## src/design/hmf_pkg.sv

```systemverilog
// ----------------------------------------------------------------------------
// hmf_pkg - shared types and codes of the histogram median finder
// Opcode and status codes plus the fixed field widths of the request and
// result channels.
// ----------------------------------------------------------------------------
package hmf_pkg;

	localparam int unsigned OPCODE_W = 1;
	localparam int unsigned VALUE_W  = 7;
	localparam int unsigned MEDIAN_W = 7;
	localparam int unsigned STATUS_W = 1;
	localparam int unsigned POS_W    = 16;

	typedef logic [OPCODE_W-1:0] opcode_t;
	typedef logic [VALUE_W-1:0]  value_t;
	typedef logic [MEDIAN_W-1:0] median_t;
	typedef logic [STATUS_W-1:0] status_t;
	typedef logic [POS_W-1:0]    pos_t;

	localparam opcode_t OP_ADD    = 1'b0;
	localparam opcode_t OP_FINISH = 1'b1;

	localparam status_t ST_OK    = 1'b0;
	localparam status_t ST_RANGE = 1'b1;

	localparam pos_t POS_MAX = '1;

endpackage

```

## src/design/hmf_if.sv

```systemverilog
// ----------------------------------------------------------------------------
// hmf_if - request and result channels of the histogram median finder
// Valid/ready channels; a transfer happens when valid and ready are both high.
// ----------------------------------------------------------------------------
interface hmf_req_if;
	import hmf_pkg::*;

	logic    valid;
	logic    ready;
	opcode_t opcode;
	value_t  value;

	modport source (output valid, output opcode, output value, input ready);
	modport sink   (input valid, input opcode, input value, output ready);
endinterface

interface hmf_res_if;
	import hmf_pkg::*;

	logic    valid;
	logic    ready;
	median_t median;
	status_t status;
	pos_t    bad_position;

	modport source (output valid, output median, output status, output bad_position,
		input ready);
	modport sink   (input valid, input median, input status, input bad_position,
		output ready);
endinterface

```

## src/design/hmf_ram.sv

```systemverilog
// ----------------------------------------------------------------------------
// hmf_ram - generic simple dual-port RAM
// One write port, one read port with registered data. A read and a write of
// the same entry at one edge return the old contents.
// ----------------------------------------------------------------------------
module hmf_ram #(
	parameter int unsigned WIDTH = 16,
	parameter int unsigned DEPTH = 101
) (
	input  logic                     clk,
	input  logic                     we,
	input  logic [$clog2(DEPTH)-1:0] waddr,
	input  logic [WIDTH-1:0]         wdata,
	input  logic [$clog2(DEPTH)-1:0] raddr,
	output logic [WIDTH-1:0]         rdata
);

	logic [WIDTH-1:0] mem [DEPTH];
	logic [WIDTH-1:0] rdata_q;

	always_ff @(posedge clk) begin
		if (we) begin
			mem[waddr] <= wdata;
		end
		rdata_q <= mem[raddr];
	end

	assign rdata = rdata_q;

endmodule

```

## src/design/histogram_median_finder.sv

```systemverilog
// ----------------------------------------------------------------------------
// histogram_median_finder - lower median of a sample set via a bin histogram
// Add requests bump one bin count in a RAM; a finish request sweeps all bins,
// reports the first bin whose running sum reaches (total+1)/2 and zeroes the
// histogram on the way.
// Flow: an add reads its bin with the request, then increments and writes back
//   in the next cycle; adds stream back to back while the result slot is free or
//   draining, and forwarding covers a repeat of the same bin. An out-of-range
//   add answers in the next cycle, a finish once the sweep has summed the last
//   bin; either keeps the request side busy while the bin sweep walks the RAM.
// Reset: arst_n clears control state, then a clearing sweep of all bins
//   zeroes the histogram before the first request is taken.
// ----------------------------------------------------------------------------
module histogram_median_finder #(
	parameter int unsigned NUM_BINS   = 101,
	parameter int unsigned COUNT_BITS = 16
) (
	input  logic             clk,
	input  logic             arst_n,
	hmf_req_if.sink          samples,
	hmf_res_if.source        results
);
	import hmf_pkg::*;

	localparam int unsigned AW = $clog2(NUM_BINS);
	localparam int unsigned CW = COUNT_BITS;

	localparam logic [AW-1:0] LAST_BIN = AW'(NUM_BINS - 1);
	localparam logic [CW-1:0] CNT_MAX  = '1;

	// Sequencer states
	localparam logic [1:0] S_IDLE  = 2'd0;
	localparam logic [1:0] S_SWEEP = 2'd1;
	localparam logic [1:0] S_TAIL  = 2'd2;

	logic [1:0]    state_q;
	logic [AW-1:0] addr_q;        // sweep read/clear pointer
	logic          clr_only_q;    // sweep only zeroes bins, no median
	logic [CW-1:0] total_q;       // samples in the current set
	logic [CW-1:0] thr_q;         // (total+1)/2 latched at finish
	logic [CW:0]   running_q;     // running bin sum during the sweep
	logic          found_q;
	logic [AW-1:0] med_q;

	// Stage 1: RAM data is back for the entry read in the previous cycle
	logic          add_vld_s1;
	logic          swp_vld_s1;
	logic          swp_last_s1;
	logic [AW-1:0] addr_s1;

	// Copy of the add write done at the last edge, for read-after-write forwarding
	logic          fwd_vld_q;
	logic [AW-1:0] fwd_addr_q;
	logic [CW-1:0] fwd_data_q;

	// Result register
	logic    out_vld_q;
	median_t out_median_q;
	status_t out_status_q;
	pos_t    out_pos_q;

	// RAM ports
	logic          ram_we;
	logic [AW-1:0] ram_waddr;
	logic [CW-1:0] ram_wdata;
	logic [AW-1:0] ram_raddr;
	logic [CW-1:0] ram_rdata;

	logic          req_fire;
	logic          req_bad;
	logic [AW-1:0] req_bin;
	logic [CW-1:0] bin_cur;
	logic [CW-1:0] bin_inc;
	logic [CW:0]   sum_w;
	logic          hit;
	logic [CW:0]   pos_w;
	pos_t          bad_pos;

	// ------------------------------------------------------------------
	// Request side: take a request only when idle and the result slot is
	// free or draining this cycle.
	// ------------------------------------------------------------------
	assign samples.ready = (state_q == S_IDLE) && (!out_vld_q || results.ready);
	assign req_fire      = samples.valid && samples.ready;
	assign req_bad       = (32'(samples.value) > 32'(NUM_BINS - 1));
	assign req_bin       = AW'(samples.value);

	// 1-based position of a bad sample, clipped to the field width
	assign pos_w   = {1'b0, total_q} + (CW+1)'(1);
	assign bad_pos = ((CW+1 > POS_W) && (pos_w > (CW+1)'(POS_MAX))) ? POS_MAX
		: POS_W'(pos_w);

	// ------------------------------------------------------------------
	// Histogram RAM: sweep reads and zeroes the same entry at one edge (the
	// read returns the old count); adds write back in stage 1.
	// ------------------------------------------------------------------
	assign ram_raddr = (state_q == S_SWEEP) ? addr_q : req_bin;

	always_comb begin
		ram_we    = 1'b0;
		ram_waddr = addr_s1;
		ram_wdata = bin_inc;
		if (state_q == S_SWEEP) begin
			ram_we    = 1'b1;
			ram_waddr = addr_q;
			ram_wdata = '0;
		end else if (add_vld_s1) begin
			ram_we = 1'b1;
		end
	end

	hmf_ram #(
		.WIDTH (CW),
		.DEPTH (NUM_BINS)
	) u_bins (
		.clk   (clk),
		.we    (ram_we),
		.waddr (ram_waddr),
		.wdata (ram_wdata),
		.raddr (ram_raddr),
		.rdata (ram_rdata)
	);

	// Forward the previous write when it hit the entry read at that edge
	assign bin_cur = (fwd_vld_q && (fwd_addr_q == addr_s1)) ? fwd_data_q : ram_rdata;
	assign bin_inc = (bin_cur == CNT_MAX) ? CNT_MAX : bin_cur + CW'(1);

	// Median search on the swept entry; stop summing once found, so the
	// running sum stays below threshold plus one count
	assign sum_w = running_q + {1'b0, ram_rdata};
	assign hit   = !found_q && (sum_w >= {1'b0, thr_q});

	always_ff @(posedge clk or negedge arst_n) begin
		if (!arst_n) begin
			state_q     <= S_SWEEP;
			addr_q      <= '0;
			clr_only_q  <= 1'b1;
			total_q     <= '0;
			running_q   <= '0;
			found_q     <= 1'b0;
			add_vld_s1  <= 1'b0;
			swp_vld_s1  <= 1'b0;
			swp_last_s1 <= 1'b0;
			fwd_vld_q   <= 1'b0;
			out_vld_q   <= 1'b0;
		end else begin
			add_vld_s1  <= 1'b0;
			swp_vld_s1  <= 1'b0;
			swp_last_s1 <= 1'b0;
			fwd_vld_q   <= add_vld_s1 && (state_q != S_SWEEP);

			// Drop the result once taken; a new load below wins
			if (results.valid && results.ready) begin
				out_vld_q <= 1'b0;
			end

			unique case (state_q)
				S_IDLE: begin
					if (req_fire) begin
						if (samples.opcode == OP_FINISH) begin
							state_q    <= S_SWEEP;
							addr_q     <= '0;
							clr_only_q <= 1'b0;
							total_q    <= '0;
							running_q  <= '0;
							found_q    <= 1'b0;
						end else if (req_bad) begin
							// Abort the set: report now, then wipe the bins
							state_q    <= S_SWEEP;
							addr_q     <= '0;
							clr_only_q <= 1'b1;
							total_q    <= '0;
							out_vld_q  <= 1'b1;
						end else begin
							add_vld_s1 <= 1'b1;
							total_q    <= (total_q == CNT_MAX) ? CNT_MAX
								: total_q + CW'(1);
						end
					end
				end
				S_SWEEP: begin
					swp_vld_s1  <= 1'b1;
					swp_last_s1 <= (addr_q == LAST_BIN);
					if (addr_q == LAST_BIN) begin
						state_q <= S_TAIL;
					end else begin
						addr_q <= addr_q + AW'(1);
					end
				end
				S_TAIL: begin
					state_q <= S_IDLE;
				end
				default: begin
					state_q <= S_IDLE;
				end
			endcase

			// Stage 1 of the sweep: advance the running sum
			if (swp_vld_s1 && !clr_only_q) begin
				if (hit) begin
					found_q <= 1'b1;
				end
				if (!found_q) begin
					running_q <= sum_w;
				end
				if (swp_last_s1) begin
					out_vld_q <= 1'b1;
				end
			end
		end
	end

	// Payload registers
	always_ff @(posedge clk) begin
		if (req_fire) begin
			addr_s1 <= req_bin;
			thr_q   <= CW'(pos_w >> 1);
			med_q   <= '0;
			if ((samples.opcode == OP_ADD) && req_bad) begin
				out_median_q <= '0;
				out_status_q <= ST_RANGE;
				out_pos_q    <= bad_pos;
			end
		end
		if (state_q == S_SWEEP) begin
			addr_s1 <= addr_q;
		end
		if (add_vld_s1) begin
			fwd_addr_q <= addr_s1;
			fwd_data_q <= bin_inc;
		end
		if (swp_vld_s1 && !clr_only_q) begin
			if (hit) begin
				med_q <= addr_s1;
			end
			if (swp_last_s1) begin
				out_median_q <= MEDIAN_W'(hit ? addr_s1 : med_q);
				out_status_q <= ST_OK;
				out_pos_q    <= '0;
			end
		end
	end

	assign results.valid        = out_vld_q;
	assign results.median       = out_median_q;
	assign results.status       = out_status_q;
	assign results.bad_position = out_pos_q;

	// ------------------------------------------------------------------
	// Checks
	// ------------------------------------------------------------------
	a_no_add_during_sweep: assert property (@(posedge clk) disable iff (!arst_n)
		!(add_vld_s1 && (state_q == S_SWEEP)))
		else $error("add write-back overlaps the bin sweep");

	a_bad_value_reports: assert property (@(posedge clk) disable iff (!arst_n)
		(req_fire && (samples.opcode == OP_ADD) && req_bad)
		|=> (results.valid && (results.status == ST_RANGE)))
		else $error("out-of-range sample gave no error result");

	a_finish_reports: assert property (@(posedge clk) disable iff (!arst_n)
		((state_q == S_TAIL) && !clr_only_q)
		|=> (results.valid && (results.status == ST_OK)))
		else $error("finished sweep gave no median result");

	a_total_cleared: assert property (@(posedge clk) disable iff (!arst_n)
		(req_fire && ((samples.opcode == OP_FINISH) || req_bad)) |=> (total_q == '0))
		else $error("sample total not cleared at end of set");

	a_idle_after_sweep: assert property (@(posedge clk) disable iff (!arst_n)
		swp_last_s1 |-> (state_q == S_TAIL))
		else $error("sweep tail out of step with the sequencer");

endmodule

```

## src/flat_wrapper.sv

```systemverilog
// flat-port wrapper written by rule: the top's interface ports become plain ports
module histogram_median_finder_flat import hmf_pkg::*;
#(
	parameter int unsigned NUM_BINS   = 101,
	parameter int unsigned COUNT_BITS = 16
)
  (clk, arst_n, samples_valid, samples_opcode, samples_value, samples_ready, results_valid, results_median, results_status, results_bad_position, results_ready);
  hmf_req_if samples_i ();
  hmf_res_if results_i ();
  input  logic clk;
  input  logic arst_n;
  input wire logic [$bits(samples_i.valid)-1:0] samples_valid;
  input wire logic [$bits(samples_i.opcode)-1:0] samples_opcode;
  input wire logic [$bits(samples_i.value)-1:0] samples_value;
  output wire logic [$bits(samples_i.ready)-1:0] samples_ready;
  output wire logic [$bits(results_i.valid)-1:0] results_valid;
  output wire logic [$bits(results_i.median)-1:0] results_median;
  output wire logic [$bits(results_i.status)-1:0] results_status;
  output wire logic [$bits(results_i.bad_position)-1:0] results_bad_position;
  input wire logic [$bits(results_i.ready)-1:0] results_ready;
  assign samples_i.valid = samples_valid;
  assign samples_i.opcode = samples_opcode;
  assign samples_i.value = samples_value;
  assign samples_ready = samples_i.ready;
  assign results_valid = results_i.valid;
  assign results_median = results_i.median;
  assign results_status = results_i.status;
  assign results_bad_position = results_i.bad_position;
  assign results_i.ready = results_ready;
  histogram_median_finder #(.NUM_BINS(NUM_BINS), .COUNT_BITS(COUNT_BITS)) u_core (.clk(clk), .arst_n(arst_n), .samples(samples_i), .results(results_i));
endmodule
```

## config.mk

```make
export PLATFORM = sky130hd
export DESIGN_NAME = histogram_median_finder_flat
export DESIGN_NICKNAME = d
export VERILOG_FILES = /design/src/design/hmf_pkg.sv /design/src/design/hmf_if.sv /design/src/design/hmf_ram.sv /design/src/design/histogram_median_finder.sv /design/src/flat_wrapper.sv
export SDC_FILE = /design/constraint.sdc
export NUM_CORES = 2
export LEC_CHECK = 0
export BUFFER_PORTS_ARGS = -buffer_cell sky130_fd_sc_hd__buf_2
export CORE_ASPECT_RATIO = 0.6
export CORE_UTILIZATION = 40
export DETAILED_ROUTE_END_ITERATION = 8
export PLACE_DENSITY = 0.56
export SKIP_LAST_GASP = 1
export SLEW_MARGIN = 20
export SYNTH_ARGS = -nofsm -noshare
export SYNTH_HDL_FRONTEND = slang
export SYNTH_SLANG_ARGS = --single-unit
```

## constraint.sdc

```tcl
create_clock -name clk -period 7.4 [get_ports clk]
set_input_delay 0 -clock clk [delete_from_list [all_inputs] [get_ports clk]]
set_output_delay 0 -clock clk [all_outputs]
set_load 0.01 [all_outputs]
```

==> impl_results.md <==
* Outcome: finished clean
* M3 GR Usage at 8.315%
* FP Rows at approximately 120
* CTS tree: yes
* Worst EP required at 8.02 ns
* RSZ-0062 raised after global routing: no
* Power per standard cell area at 485.2 nW/µm²
* FMAX at 162.4 MHz
* First-pass GRT wire length at 317000 µm
* Worst reg2reg endpoint: u_core.u_bins.rdata[15]
* Avg Cell Area, Syn at 13.85 µm²
* Design Power at 39.14 mW
* Area growth syn-to-layout at 13.24%
* Post-synth EDFFs at 1662
* Most used flip-flop cell after synthesis: edfxtp_1
* Clock latency at the later pin of the worst-skew pair at roughly 0.8 ns
* Post-synth ARST share at 2.787%
* Core area at 176100 µm²
* Antenna violations before repair at 15
* Type of the tightest min-delay check: input port to flip-flop
* Met2 usage at 30.88%
* Number of setup violations in the final report at 0
* Die Wd at around 550 µm
* Routability cong. at 0.8806
* Die area at 179900 µm²
* DR vias at 45526
* Cells after DPL at 7441
* HPWL Detailed at 134100 µm
* Routed Antenna Nets at 0
* YS warnings at 0
* R2R cell count at 10
* DRC viols at 0
* WHS Path Cells at 5
* Port buffer count at 37
* GRT busiest layer: met1
* Worst Path Arrival at 6.77 ns
* CP Capture Type: flip-flop
* DR pass1 iterations at 6
* Seq/Total Area, Yosys at 73.09%
* Critical Path Start Type: flip-flop
* Total track usage at approximately 24%
* Post_cts resized at 0
* I/O pins at 38
* FF+latch count, synth at ~1800
* Syn_nets at 5196
* Critical path class: flip-flop to flip-flop
* Largest fanout on the critical path at approximately 110
* Most common cell after layout, fill and taps aside: edfxtp_1
* Final hold vios at 0
* Vias in the first global route at 41451
* Cells after synthesis at 5146
* Final min period at 6.157 ns
* Slew HR at between 10% and 20%
* Hold Crit Endpoint: u_core.u_bins.rdata[12]
* DRT iter0 DRCs at 6951
* Distinct cells, synth at 78
* Clk pin slew, worst setup/hold paths at ~0.070 ns
* Worst R2R Setup Slack at about 1.2 ns
* Commonest cells after routing, fill and taps aside: edfxtp_1, nand2_1, nand3_1, mux2i_1, buf_4
* Hold path startpoint: samples_value[5]
* Synth Cell Area at slightly above 70000 µm²
* Slew of the pin with the lowest slew margin at 1.270 ns
* GRT overflow at 0
* Largest net degree at the start of global routing at 135
* Routed wire length at ~220000 µm
* Final instance area at 80680 µm²
* Clock Tree Buf Depth at 4
* Period Utilization, post-route at about 83%
* Max-cap violations at 0
* Fraction of layout cells with a size suffix above 1 at 10.73%
* Starting Density at 40.45%
* Post-DR wirelength/cell at 28.85 µm
* Setup TNS at 0 ns
* Met1 Use GR at between 30% and 40%
* Clk sinks at 1758
* Htree depth at 4
* Die H at 328.9 µm
* Inserted Clock Buffers at 166
* Post-Layout Cell Count at ~7700
* Clock Skew at 0.04096 ns
* Placed Area at 75390 µm²
* Slew Viols, Final at 0
* Hold WS at around 0.048 ns
* Maximum vdd drop at 0.6271 mV
* Root buffer cell: clkbuf_16
* DR vias/cell at 5.883
* LEAKAGE at 28.09 nW
* FF-to-FF Start: u_core.state_q[0]
* Net count, final at about 5300
## worst max-delay path by stage
stage	startpoint	to	slack (ns)	cells past startpoint
after floorplan	u_core.addr_s1[3]	u_core.u_bins.mem[0][10]	0.54	12
after global placement	u_core.state_q[0]	u_core.u_bins.rdata[7]	1.25	10
after detailed placement	u_core.state_q[0]	u_core.u_bins.rdata[15]	1.46	10
after CTS	u_core.state_q[0]	u_core.u_bins.rdata[15]	1.43	10
after global routing	u_core.state_q[0]	u_core.u_bins.rdata[15]	0.92	10
final	u_core.state_q[0]	u_core.u_bins.rdata[15]	1.24	10
## power by group
group,internal [mW],leakage [nW],switching (mW)
clock,4.75,2.55,3.70
sequential,12.5,16.4,0.501
combinational,4.73,9.15,13.0
total,22.0,28.1,17.2
## final cells by class
class | instances | area (µm²)
Timing Repair Buffer | 266 | 2167
Sequential cell | 1758 | 52080
Clock inverter | 66 | 590.6
Inverter | 71 | 292.8
Multi-Input combinational cell | 2994 | 17980
Clock buffer | 223 | 4616
Antenna cell | 2 | 5.005
Fill cell | 15453 | 95460
Tap cell | 2359 | 2952
## critical path, cell delays in order, from the launching register on
cell and delay (ns):
dfstp_2 0.56, nand2b_2 0.51, inv_4 0.64, mux2i_4 0.44, buf_12 0.55, buf_4 0.58, mux2i_1 0.13, o21ai_0 0.79
o21ai_0 0.38, a221oi_1 0.99, o21ai_0 0.19
## cells in the mapped netlist (all sizes together) (78+ instances only)
| cell type | count | area share [%] |
|---|---|---|
| o221ai | 113 | 1.4 |
| a31oi | 93 | 0.83 |
| edfxtp | 1662 | 70 |
| nor3 | 78 | 0.55 |
| a21oi | 154 | 1.1 |
| clkbuf | 203 | 1.1 |
| mux2i | 360 | 5.1 |
| nand2 | 1017 | 5.4 |
| nand3 | 477 | 3.4 |
| buf | 120 | 0.78 |
| o21ai | 85 | 0.60 |
| nor2 | 148 | 0.78 |
## routing by layer
metal	vias up	wire [µm]
met5	-	79
met4	12	3104
met3	240	31050
met2	2574	85970
met1	23009	103000
li1	19691	-
## through the flow
step           setup slack (ns)  utilization (%)
2_1_floorplan            0.5409                -
3_3_place_gp              1.251            42.69
3_5_place_dp              1.462            42.80
4_1_cts                   1.427            45.79
5_1_grt                  0.9207            45.80
6_report                  1.243            45.81
## state kept, by name, summed over array words and instances (netlist names), 16 cells and up
signal / cells
u_core.results.bad_position: 16
u_core.thr_q: 16
u_core.u_bins.mem: 1616
u_core.running_q: 17
u_core.total_q: 16
u_core.fwd_data_q: 16
u_core.u_bins.rdata: 16
## timing repair
| item | in CTS | in global routing |
|---|---|---|
| hold buffers | 7 | 0 |
| buffers inserted | 0 | 0 |
| endpoints found under the hold margin | 129 | 0 |
## logic make-up (layout without fill, tap and decap cells)
group	Yosys count	after routing	share of synthesized area, %
AOI/OAI and AO/OA	692	692	6.815
xor gates and xnor gates	49	49	0.6023
adders and majority gates	38	38	0.6778
buffers and inverters	394	626	2.227
DFF	1758	1758	73.09
muxes	371	371	5.381
other	0	2	0
and+or+nand+nor	1844	1844	11.21
Power figures use the tool's default switching activity.
